--- src/sv/spe_pkg.sv ---
// Package of the spring particle Euler step: fixed point constants, reset values,
// register indexes, sequencer states and small saturation helpers. No dependencies.
package spe_pkg;

    localparam int FRAC_BITS = 16;
    localparam int CFG_IDX_W = 3;
    localparam int CFG_DATA_W = 32;

    // Register indexes of the configuration port.
    localparam logic [CFG_IDX_W-1:0] CFG_ANCHOR_X     = 3'd0;
    localparam logic [CFG_IDX_W-1:0] CFG_ANCHOR_Y     = 3'd1;
    localparam logic [CFG_IDX_W-1:0] CFG_ANCHOR_Z     = 3'd2;
    localparam logic [CFG_IDX_W-1:0] CFG_REST_LENGTH  = 3'd3;
    localparam logic [CFG_IDX_W-1:0] CFG_STIFFNESS    = 3'd4;
    localparam logic [CFG_IDX_W-1:0] CFG_DAMPING      = 3'd5;
    localparam logic [CFG_IDX_W-1:0] CFG_INVERSE_MASS = 3'd6;
    localparam logic [CFG_IDX_W-1:0] CFG_GRAVITY_Y    = 3'd7;

    // Iteration counts of the bit-serial units.
    localparam int MUL_STEPS  = 33;
    localparam int SQRT_STEPS = 33;
    localparam int DIV_STEPS  = 32;

    // Reset values are given in Q16.16 and rescaled to FRAC_BITS.
    localparam longint QSCALE = longint'(1) << FRAC_BITS;
    localparam logic [30:0] RST_REST_LEN  = 31'(longint'(26214) * QSCALE / 65536);
    localparam logic [30:0] RST_STIFF     = 31'(longint'(327680) * QSCALE / 65536);
    localparam logic [15:0] RST_DAMP      = 16'(longint'(328) * QSCALE / 65536);
    localparam logic [30:0] RST_INV_MASS  = 31'(longint'(6553600) * QSCALE / 65536);
    localparam logic [31:0] RST_GRAVITY_Y = 32'(longint'(-642908) * QSCALE / 65536);
    localparam logic [31:0] RST_POS_X     = 32'(longint'(32768) * QSCALE / 65536);

    localparam logic signed [67:0] SAT_HI = 68'sd2147483647;
    localparam logic signed [67:0] SAT_LO = -68'sd2147483648;

    typedef enum logic [3:0] {
        ST_IDLE,
        ST_SQR,
        ST_SQRT,
        ST_TEN,
        ST_FMUL,
        ST_FDIV,
        ST_DAMP,
        ST_ACCM,
        ST_VDT,
        ST_PDT,
        ST_DONE
    } t_state;

    // Clamp to the signed 32-bit range; bit 32 of the result flags a clamp.
    function automatic logic [32:0] f_sat(input logic signed [67:0] x);
        logic [32:0] res;
        if (x > SAT_HI) begin
            res = {1'b1, 32'h7FFF_FFFF};
        end else if (x < SAT_LO) begin
            res = {1'b1, 32'h8000_0000};
        end else begin
            res = {1'b0, x[31:0]};
        end
        return res;
    endfunction

    // Sign and magnitude to two's complement.
    function automatic logic signed [67:0] f_sm(input logic neg, input logic [65:0] m);
        logic signed [67:0] v;
        v = $signed({2'b00, m});
        return neg ? -v : v;
    endfunction

    function automatic logic [31:0] f_abs32(input logic signed [31:0] x);
        return x[31] ? 32'(-x) : 32'(x);
    endfunction

endpackage

--- src/sv/spring_particle_euler_step.sv ---
// Top level of the spring particle Euler step: sequencer with bit-serial
// multiplier, square root and divider. Depends on spe_pkg.
//
// Usage: every request on the input channel (i_valid / o_ready) is one time
// tick carrying the step size dt in i_step_size. The block keeps the position
// and velocity of one particle hung from an anchor by a spring and answers each
// tick with one result on the output channel (o_valid / i_ready): the new
// position, the new velocity, a zero-length flag and a saturation flag.
// Configuration registers are written through i_cfg_we / i_cfg_idx / i_cfg_data;
// the user must write them only while no tick is in flight; the block does not enforce it.
// Timing: all arithmetic runs through one shift-add multiplier that retires
// one multiplier bit per cycle, a restoring square root and a restoring
// divider. A tick takes 19 products, one root and three quotients; when the
// spring length is zero the force phase is skipped. The next request is
// taken only once the sequencer has moved its result on and is idle again.
// The block works on one tick at a time; the result register lets the next
// tick start while a result still waits. If the receiver stalls, a finished
// tick waits in its final state until the result register is free.
// Reset (synchronous, active low) restores the register defaults, puts the
// particle at x = 0.5 with zero velocity and drops any pending result.
module spring_particle_euler_step (
    input  logic                                i_clk,
    input  logic                                i_rst_n,
    input  logic                                i_valid,
    output logic                                o_ready,
    input  logic [15:0]                         i_step_size,
    input  logic                                i_cfg_we,
    input  logic [spe_pkg::CFG_IDX_W-1:0]       i_cfg_idx,
    input  logic [spe_pkg::CFG_DATA_W-1:0]      i_cfg_data,
    output logic                                o_valid,
    input  logic                                i_ready,
    output logic signed [31:0]                  o_out_pos_x,
    output logic signed [31:0]                  o_out_pos_y,
    output logic signed [31:0]                  o_out_pos_z,
    output logic signed [31:0]                  o_out_vel_x,
    output logic signed [31:0]                  o_out_vel_y,
    output logic signed [31:0]                  o_out_vel_z,
    output logic                                o_zero_length,
    output logic                                o_saturated
);

    // Configuration registers.
    logic signed [31:0] r_anchor [3];
    logic [30:0]        r_rest;
    logic [30:0]        r_stiff;
    logic [15:0]        r_damp;
    logic [30:0]        r_inv_mass;
    logic signed [31:0] r_grav;

    // Particle state and per-tick working registers.
    logic signed [31:0] r_pos [3];
    logic signed [31:0] r_vel [3];
    logic signed [31:0] r_np  [3];
    logic signed [31:0] r_nv  [3];
    logic signed [31:0] r_fs  [3];
    logic signed [31:0] r_ten;
    logic signed [31:0] r_tmp;
    logic [15:0]        r_dt;
    logic               r_zl;
    logic               r_sat;

    // Sequencer.
    spe_pkg::t_state r_state, n_state;
    logic [1:0]      r_axis, n_axis;
    logic [5:0]      r_cnt;

    // Serial arithmetic: multiplier shift register, partial product, root and divider unit.
    logic [32:0] r_mb;
    logic [65:0] r_mp;
    logic [65:0] r_sum;
    logic [65:0] r_sq;
    logic [33:0] r_rem;
    logic [32:0] r_root;

    // Result register.
    logic               r_ovalid;
    logic signed [31:0] r_opos [3];
    logic signed [31:0] r_ovel [3];
    logic               r_ozl;
    logic               r_osat;

    // Combinational signals.
    logic signed [32:0] d_full [3];
    logic [32:0]        dmag   [3];
    logic [2:0]         dneg;
    logic signed [31:0] vel_ax, pos_ax;
    logic signed [33:0] ldiff;
    logic [32:0]        lmag;
    logic               ten_neg;
    logic [32:0]        ma, mb_load;
    logic [33:0]        m_sum;
    logic [65:0]        m_next, sh_p;
    logic [35:0]        sq_rem, sq_trial;
    logic               sq_ge;
    logic [33:0]        sq_rem_n;
    logic [32:0]        sq_root_n;
    logic [33:0]        dv_t;
    logic               dv_ge;
    logic [33:0]        dv_rem_n;
    logic [31:0]        q_n;
    logic               last, ld, done_fire;
    logic signed [67:0] x_pre;
    logic [32:0]        sat_res;

    // Anchor to particle differences, one subtractor per axis.
    for (genvar a = 0; a < 3; a++) begin : g_diff
        assign d_full[a] = 33'(r_anchor[a]) - 33'(r_pos[a]);
        assign dneg[a]   = d_full[a][32];
        assign dmag[a]   = dneg[a] ? 33'(-d_full[a]) : 33'(d_full[a]);
    end

    assign vel_ax  = r_vel[r_axis];
    assign pos_ax  = r_pos[r_axis];
    assign ldiff   = $signed({1'b0, r_root}) - $signed({3'b000, r_rest});
    assign lmag    = ldiff[33] ? 33'(-ldiff) : ldiff[32:0];
    assign ten_neg = ldiff[33];

    // Multiplicand is held steady by the registers it comes from.
    always_comb begin
        unique case (r_state)
            spe_pkg::ST_SQR:  ma = dmag[r_axis];
            spe_pkg::ST_TEN:  ma = lmag;
            spe_pkg::ST_FMUL: ma = {1'b0, spe_pkg::f_abs32(r_ten)};
            spe_pkg::ST_DAMP,
            spe_pkg::ST_PDT:  ma = {1'b0, spe_pkg::f_abs32(vel_ax)};
            spe_pkg::ST_ACCM,
            spe_pkg::ST_VDT:  ma = {1'b0, spe_pkg::f_abs32(r_tmp)};
            default:          ma = '0;
        endcase
    end

    // Multiplier loaded into the shift register when an operation starts.
    always_comb begin
        unique case (n_state)
            spe_pkg::ST_SQR,
            spe_pkg::ST_FMUL: mb_load = dmag[n_axis];
            spe_pkg::ST_TEN:  mb_load = {2'b00, r_stiff};
            spe_pkg::ST_DAMP: mb_load = {17'd0, r_damp};
            spe_pkg::ST_ACCM: mb_load = {2'b00, r_inv_mass};
            spe_pkg::ST_VDT,
            spe_pkg::ST_PDT:  mb_load = {17'd0, r_dt};
            default:          mb_load = '0;
        endcase
    end

    // One multiplier bit per cycle: add into the upper half, shift right.
    assign m_sum  = {1'b0, r_mp[65:33]} + {1'b0, (r_mb[0] ? ma : 33'd0)};
    assign m_next = {m_sum, r_mp[32:1]};
    assign sh_p   = m_next >> spe_pkg::FRAC_BITS;

    // One root bit per cycle from the next pair of radicand bits.
    assign sq_rem    = {r_rem, r_sq[65:64]};
    assign sq_trial  = {1'b0, r_root, 2'b01};
    assign sq_ge     = (sq_rem >= sq_trial);
    assign sq_rem_n  = sq_ge ? 34'(sq_rem - sq_trial) : sq_rem[33:0];
    assign sq_root_n = {r_root[31:0], sq_ge};

    // One quotient bit per cycle; the divisor is the spring length.
    assign dv_t     = {r_rem[32:0], r_mp[31]};
    assign dv_ge    = (dv_t >= {1'b0, r_root});
    assign dv_rem_n = dv_ge ? 34'(dv_t - {1'b0, r_root}) : dv_t;
    assign q_n      = {r_mp[30:0], dv_ge};

    assign last = (r_state == spe_pkg::ST_FDIV) ? (r_cnt == 6'(spe_pkg::DIV_STEPS - 1))
                : (r_state == spe_pkg::ST_SQRT) ? (r_cnt == 6'(spe_pkg::SQRT_STEPS - 1))
                : (r_cnt == 6'(spe_pkg::MUL_STEPS - 1));

    // Value of the finishing operation before clamping.
    always_comb begin
        unique case (r_state)
            spe_pkg::ST_TEN:  x_pre = spe_pkg::f_sm(ten_neg, sh_p);
            spe_pkg::ST_FDIV: x_pre = spe_pkg::f_sm(r_ten[31] ^ dneg[r_axis], {34'd0, q_n});
            spe_pkg::ST_DAMP: x_pre = 68'(r_fs[r_axis]) - spe_pkg::f_sm(vel_ax[31], sh_p);
            spe_pkg::ST_ACCM: x_pre = spe_pkg::f_sm(r_tmp[31], sh_p)
                                    + ((r_axis == 2'd1) ? 68'(r_grav) : 68'sd0);
            spe_pkg::ST_VDT:  x_pre = 68'(vel_ax) + spe_pkg::f_sm(r_tmp[31], sh_p);
            spe_pkg::ST_PDT:  x_pre = 68'(pos_ax) + spe_pkg::f_sm(vel_ax[31], sh_p);
            default:          x_pre = 68'sd0;
        endcase
    end
    assign sat_res = spe_pkg::f_sat(x_pre);

    // Next state. Axes are walked in order x, y, z inside each phase.
    always_comb begin
        n_state = r_state;
        n_axis  = r_axis;
        unique case (r_state)
            spe_pkg::ST_IDLE: begin
                if (i_valid) begin
                    n_state = spe_pkg::ST_SQR;
                    n_axis  = 2'd0;
                end
            end
            spe_pkg::ST_SQR: begin
                if (last) begin
                    if (r_axis == 2'd2) begin
                        n_state = spe_pkg::ST_SQRT;
                    end else begin
                        n_axis = r_axis + 2'd1;
                    end
                end
            end
            spe_pkg::ST_SQRT: begin
                if (last) begin
                    n_axis  = 2'd0;
                    n_state = (sq_root_n == 33'd0) ? spe_pkg::ST_DAMP : spe_pkg::ST_TEN;
                end
            end
            spe_pkg::ST_TEN: begin
                if (last) begin
                    n_state = spe_pkg::ST_FMUL;
                end
            end
            spe_pkg::ST_FMUL: begin
                if (last) begin
                    n_state = spe_pkg::ST_FDIV;
                end
            end
            spe_pkg::ST_FDIV: begin
                if (last) begin
                    if (r_axis == 2'd2) begin
                        n_state = spe_pkg::ST_DAMP;
                        n_axis  = 2'd0;
                    end else begin
                        n_state = spe_pkg::ST_FMUL;
                        n_axis  = r_axis + 2'd1;
                    end
                end
            end
            spe_pkg::ST_DAMP: begin
                if (last) begin
                    n_state = spe_pkg::ST_ACCM;
                end
            end
            spe_pkg::ST_ACCM: begin
                if (last) begin
                    n_state = spe_pkg::ST_VDT;
                end
            end
            spe_pkg::ST_VDT: begin
                if (last) begin
                    n_state = spe_pkg::ST_PDT;
                end
            end
            spe_pkg::ST_PDT: begin
                if (last) begin
                    if (r_axis == 2'd2) begin
                        n_state = spe_pkg::ST_DONE;
                    end else begin
                        n_state = spe_pkg::ST_DAMP;
                        n_axis  = r_axis + 2'd1;
                    end
                end
            end
            spe_pkg::ST_DONE: begin
                if (!r_ovalid || i_ready) begin
                    n_state = spe_pkg::ST_IDLE;
                end
            end
            default: begin
                n_state = spe_pkg::ST_IDLE;
            end
        endcase
    end

    assign ld = ((r_state == spe_pkg::ST_IDLE) && i_valid)
             || (last && (r_state != spe_pkg::ST_IDLE) && (r_state != spe_pkg::ST_DONE));
    assign done_fire = (r_state == spe_pkg::ST_DONE) && (!r_ovalid || i_ready);

    // Control state, configuration and particle state.
    always_ff @(posedge i_clk) begin
        if (!i_rst_n) begin
            r_state    <= spe_pkg::ST_IDLE;
            r_axis     <= 2'd0;
            r_ovalid   <= 1'b0;
            r_anchor   <= '{default: 32'sd0};
            r_rest     <= spe_pkg::RST_REST_LEN;
            r_stiff    <= spe_pkg::RST_STIFF;
            r_damp     <= spe_pkg::RST_DAMP;
            r_inv_mass <= spe_pkg::RST_INV_MASS;
            r_grav     <= $signed(spe_pkg::RST_GRAVITY_Y);
            r_pos[0]   <= $signed(spe_pkg::RST_POS_X);
            r_pos[1]   <= 32'sd0;
            r_pos[2]   <= 32'sd0;
            r_vel      <= '{default: 32'sd0};
        end else begin
            r_state <= n_state;
            r_axis  <= n_axis;
            if (i_cfg_we) begin
                unique case (i_cfg_idx)
                    spe_pkg::CFG_ANCHOR_X:     r_anchor[0] <= $signed(i_cfg_data);
                    spe_pkg::CFG_ANCHOR_Y:     r_anchor[1] <= $signed(i_cfg_data);
                    spe_pkg::CFG_ANCHOR_Z:     r_anchor[2] <= $signed(i_cfg_data);
                    spe_pkg::CFG_REST_LENGTH:  r_rest      <= i_cfg_data[30:0];
                    spe_pkg::CFG_STIFFNESS:    r_stiff     <= i_cfg_data[30:0];
                    spe_pkg::CFG_DAMPING:      r_damp      <= i_cfg_data[15:0];
                    spe_pkg::CFG_INVERSE_MASS: r_inv_mass  <= i_cfg_data[30:0];
                    spe_pkg::CFG_GRAVITY_Y:    r_grav      <= $signed(i_cfg_data);
                endcase
            end
            if (done_fire) begin
                r_pos    <= r_np;
                r_vel    <= r_nv;
                r_ovalid <= 1'b1;
            end else if (i_ready) begin
                r_ovalid <= 1'b0;
            end
        end
    end

    // Datapath of the serial units and the per-tick working registers.
    always_ff @(posedge i_clk) begin
        if (r_state == spe_pkg::ST_IDLE && i_valid) begin
            r_dt  <= i_step_size;
            r_sat <= 1'b0;
            r_sum <= '0;
        end else if (last && r_state != spe_pkg::ST_IDLE && r_state != spe_pkg::ST_SQR
                && r_state != spe_pkg::ST_FMUL && r_state != spe_pkg::ST_SQRT
                && r_state != spe_pkg::ST_DONE) begin
            r_sat <= r_sat | sat_res[32];
        end

        if (ld) begin
            r_cnt <= 6'd0;
            r_mb  <= mb_load;
            r_mp  <= (n_state == spe_pkg::ST_FDIV) ? m_next : 66'd0;
        end else begin
            r_cnt <= r_cnt + 6'd1;
            r_mb  <= {1'b0, r_mb[32:1]};
            if (r_state == spe_pkg::ST_FDIV) begin
                r_mp[31:0] <= q_n;
            end else begin
                r_mp <= m_next;
            end
        end

        unique case (r_state)
            spe_pkg::ST_SQR: begin
                if (last) begin
                    r_sum <= r_sum + m_next;
                    if (r_axis == 2'd2) begin
                        r_sq   <= r_sum + m_next;
                        r_rem  <= '0;
                        r_root <= '0;
                    end
                end
            end
            spe_pkg::ST_SQRT: begin
                r_sq   <= {r_sq[63:0], 2'b00};
                r_rem  <= sq_rem_n;
                r_root <= sq_root_n;
                if (last) begin
                    r_zl <= (sq_root_n == 33'd0);
                    r_fs <= '{default: 32'sd0};
                end
            end
            spe_pkg::ST_TEN: begin
                if (last) begin
                    r_ten <= $signed(sat_res[31:0]);
                end
            end
            spe_pkg::ST_FMUL: begin
                if (last) begin
                    // The quotient is known to fit 32 bits, so the high half
                    // of the product already lies below the divisor.
                    r_rem <= {2'b00, m_next[63:32]};
                end
            end
            spe_pkg::ST_FDIV: begin
                r_rem <= dv_rem_n;
                if (last) begin
                    r_fs[r_axis] <= $signed(sat_res[31:0]);
                end
            end
            spe_pkg::ST_DAMP,
            spe_pkg::ST_ACCM: begin
                if (last) begin
                    r_tmp <= $signed(sat_res[31:0]);
                end
            end
            spe_pkg::ST_VDT: begin
                if (last) begin
                    r_nv[r_axis] <= $signed(sat_res[31:0]);
                end
            end
            spe_pkg::ST_PDT: begin
                if (last) begin
                    r_np[r_axis] <= $signed(sat_res[31:0]);
                end
            end
            default: begin
            end
        endcase

        if (done_fire) begin
            r_opos <= r_np;
            r_ovel <= r_nv;
            r_ozl  <= r_zl;
            r_osat <= r_sat;
        end
    end

    assign o_ready       = (r_state == spe_pkg::ST_IDLE);
    assign o_valid       = r_ovalid;
    assign o_out_pos_x   = r_opos[0];
    assign o_out_pos_y   = r_opos[1];
    assign o_out_pos_z   = r_opos[2];
    assign o_out_vel_x   = r_ovel[0];
    assign o_out_vel_y   = r_ovel[1];
    assign o_out_vel_z   = r_ovel[2];
    assign o_zero_length = r_ozl;
    assign o_saturated   = r_osat;

endmodule

--- config.mk ---
export PLATFORM = sky130hd
export DESIGN_NAME = spring_particle_euler_step
export DESIGN_NICKNAME = d
export VERILOG_FILES = /design/src/sv/spe_pkg.sv /design/src/sv/spring_particle_euler_step.sv
export SDC_FILE = /design/constraint.sdc
export NUM_CORES = 2
export LEC_CHECK = 0
export BUFFER_PORTS_ARGS = -buffer_cell sky130_fd_sc_hd__buf_2
export CORE_MARGIN = 2
export CORE_UTILIZATION = 25
export DETAILED_ROUTE_END_ITERATION = 7
export GPL_TIMING_DRIVEN = 0
export PLACE_DENSITY_LB_ADDON = 0.12
export SETUP_SLACK_MARGIN = 0.5
export SLEW_MARGIN = 0
export SYNTH_ARGS = -nofsm -noshare
export SYNTH_HDL_FRONTEND = slang
export SYNTH_SLANG_ARGS = --single-unit
--- constraint.sdc ---
create_clock -name i_clk -period 15.55 [get_ports i_clk]
set_clock_uncertainty 0.15 [all_clocks]
set_input_delay 0.7775 -clock i_clk [delete_from_list [all_inputs] [get_ports i_clk]]
set_output_delay 0.7775 -clock i_clk [all_outputs]
set_load 0.05 [all_outputs]
==> results_dict.tcl <==
set metrics [dict create \
    grt_overflow 0 \
    drt_iter0_drc 9071 \
    routed_wl_microns 464400 \
    leakage_nw 38.51 \
    final_util_pct 29.75 \
    routed_via_density 5.406 \
    critical_path_peak_fanout 10 \
    antenna_found_initial 52 \
    ant_nets 0 \
    drcViolationCount 2 \
    hpwl_microns 369700 \
    fin_area_sq_um 105600 \
    status "finished with violations" \
    synthCells 10380 \
    max_slew.worst_pin.slew_ns 1.679 \
    ys_ff_latch 1304 \
    report.final.slew_viol_count 17 \
    cp-start-kind "register" \
    grt_start_max_net_pins 68 \
    wl_per_cell_microns 29.41 \
    fillers 37610 \
    ys.warnings.count 0 \
    placed_area_sq_um 96990 \
    arrival_ns 15.20 \
    synth_fp_nets 10960 \
    criticalPathCategory "reg -> reg" \
    synth_edf_count 730 \
    fmax_mhz 67.56 \
    start_util_pct 25.06 \
    dp_worst_setup_slack_ns -5.209 \
    clk_pin_slew_ns 0.07 \
    required_ns 15.95 \
    syn_area_sq_um 88930 \
    clockBufferDepth 4 \
    clock_sinks 1304 \
    h-tree-depth 4 \
    place_congestion 0.9888 \
    hold_viol 0 \
    power.density_nw_per_um2 85.13 \
    rsz0062_at_grt "false" \
    insertion_delay_ns 0.92 \
    synth_top_area_share_pct 24.65 \
    violations "design-rule violations, max-capacitance violations, max-slew violations" \
    synth_most_common_cell "nand2_1" \
    synth_top_family_by_area "compound AO/OA/AOI/OAI gates" \
    port_buffers 232 \
    numCtsBuffers 165 \
    yosys-top-cells-area "edfxtp_1 (25%), dfxtp_1 (13%), ha_1 (7.3%)" \
    syn2layout_area_growth_pct 18.71 \
    seq_area_frac_synth_pct 37.57 \
    layout_setup_ws_ns 0.7477 \
    drive_gt1_share_pct 9.954 \
    grt.total_usage_pct 24.59 \
    synth-main-ff-cell "edfxtp_1" \
    rows 219 \
    coreArea_sq_um 354800 \
    synth_cell_type_count 110 \
    fp.dieW_microns 600.4 \
    critPathSlowestCell "or4_1" \
    slowest_delay_ns 0.58 \
    cap_violations 4 \
    dieHeight_microns 600.4 \
    tritoncts "built" \
    syn_area_per_cell_sq_um 8.569 \
    whs_ns 0.1434 \
    pin_count 252 \
    grt_pass1_wl_microns 635400 \
    final.period_utilization_pct 95.19 \
    dr.pass1.iters 8 \
    vias 85380 \
    dieArea_sq_um 360500 \
    fin_crit_ns 14.80 \
    muxShareOfSynthArea_pct 1.653 \
    netlist_top_cells_count "nand2_1 (1630), o21ai_0 (785), edfxtp_1 (730), a21oi_1 (631), dfxtp_1 (574)" \
    synth-xor-area-share_pct 7.404 \
    irDropWorstVdd_v 0.00008734 \
    yosysTopAreaCell "edfxtp_1" \
    finalSetupViolations 0 \
    synth_compound_area_share_pct 23.89 \
    end_kind "register" \
    grt_pass1_vias 80410 \
    nNetsFinal 11480 \
    slew_headroom_pct -11.90 \
    cts_root_buf "clkbuf_16" \
    cp_common_cell "a21o_1" \
    synthAdderAreaFrac_pct 7.513 \
    synthSimpleGateAreaFrac_pct 17.63 \
    min_path_type "in -> reg" \
    async_flop_share_pct 0 \
]
==> layer usage <==
metal	share of wire [%]	track usage (%)	vias to the layer above
met5	0.016	0	-
met4	4.6	9.655	10
met3	6.2	2.918	645
met2	45	39.64	3381
met1	44	33.37	42520
li1	-	-	38830
==> report_power, final <==
part / switching [mW] / total (mW) / internal (mW) / leakage, nW
Combinational: 0.851 / 1.24 / 0.390 / 24.6
Clock: 1.67 / 4.08 / 2.40 / 2.77
Sequential: 0.0234 / 3.67 / 3.65 / 11.2
==> flip-flops by register name, summed over array words and instances, names as in the netlist, 33 cells and up <==
register and cells:
r_mp 66, r_fs 96, r_pos 96, r_np 96, r_mb 33, r_sq 66, r_nv 96, r_sum 66
r_vel 96, r_rem 34, r_root 33, r_anchor 96
==> cell usage in the layout (no fill, tap or decap), types with 38 or more instances in the layout <==
cell type	instances
o31ai_1	77
a211oi_1	62
nand4_1	98
o21a_1	84
or4_1	38
and3_1	72
a21oi_1	606
inv_1	416
o22ai_1	96
and2_1	67
clkbuf_16	175
nand2_1	1596
buf_2	248
a222oi_1	56
dfxtp_1	568
a21o_1	240
buf_4	59
nand3_1	277
or2_2	55
nor2b_1	104
ha_1	516
o211ai_1	63
nor4_1	46
xnor2_1	481
o21ai_0	752
clkbuf_2	70
o21bai_1	51
or3_1	64
xor2_1	247
a22oi_1	49
nor2_1	558
edfxtp_1	730
nor3_1	155
a21boi_0	421
nand2b_1	118
a31oi_1	173
mux2i_1	122
clkbuf_1	454
==> cell families after synthesis <==
| kind of cell | Yosys count |
|---|---|
| fa+ha+maj | 528 |
| xor+xnor | 750 |
| buf+inv | 1003 |
| compound gates | 3227 |
| mux | 144 |
| simple gates | 3422 |
| flops | 1304 |
==> worst max-delay path, delay by kind of cell, from the launching register on <==
| family | cells | cell delay [ns] |
|---|---|---|
| compound gates | 23 | 5.25 |
| simple gates | 20 | 5.20 |
| buf+inv | 9 | 1.78 |
| fa+ha+maj | 4 | 1.20 |
| flops | 1 | 0.41 |
| xor+xnor | 2 | 0.37 |
==> final timing paths <==
| path | from | endpoint | slack [ns] | depth (start not counted) |
|---|---|---|---|---|
| worst min-delay path | i_cfg_data[31] | r_anchor[95] | 0.14 | 3 |
| worst min register to register | r_mb[21] | r_mb[20] | 0.27 | 2 |
| worst max register to register | r_pos[64] | r_ten[0] | 0.75 | 58 |
| worst max-delay path | r_pos[64] | r_ten[0] | 0.75 | 58 |
==> cell type report <==
| cell class | instances | area (sq um) | area share (%) |
|---|---|---|---|
| multi-input cells | 8071 | 53730 | 50.89 |
| flip-flops and latches | 1304 | 33420 | 31.66 |
| well taps | 4751 | 5944 | 5.631 |
| clock buffers | 225 | 4712 | 4.464 |
| repair buffers | 350 | 2614 | 2.476 |
| plain buffers | 572 | 2526 | 2.393 |
| inverters | 431 | 1634 | 1.548 |
| clock inverters | 78 | 960.9 | 0.9103 |
| diodes | 12 | 30.03 | 0.02845 |
==> through the flow <==
stage | instances | power [mW] | TNS, ns
after floorplan | 10380 | 4.422 | 0
after global placement | 15360 | 4.882 | -2036.89
after detailed placement | 15410 | 4.889 | -1658.40
after CTS | 15750 | 9.020 | 0
after global routing | 15790 | 9.267 | 0
final | 15790 | 8.987 | 0
==> repair_timing <==
action                                 in CTS  in global routing
pin swaps                                  26                 36
endpoints found under the hold margin      16                  0
gates cloned                                0                  4
hold buffers                               16                  0
setup buffers                              25                 29
setup endpoints to repair                 353                342
gates resized for setup                   325                201
(Power assumes the default switching activity.)
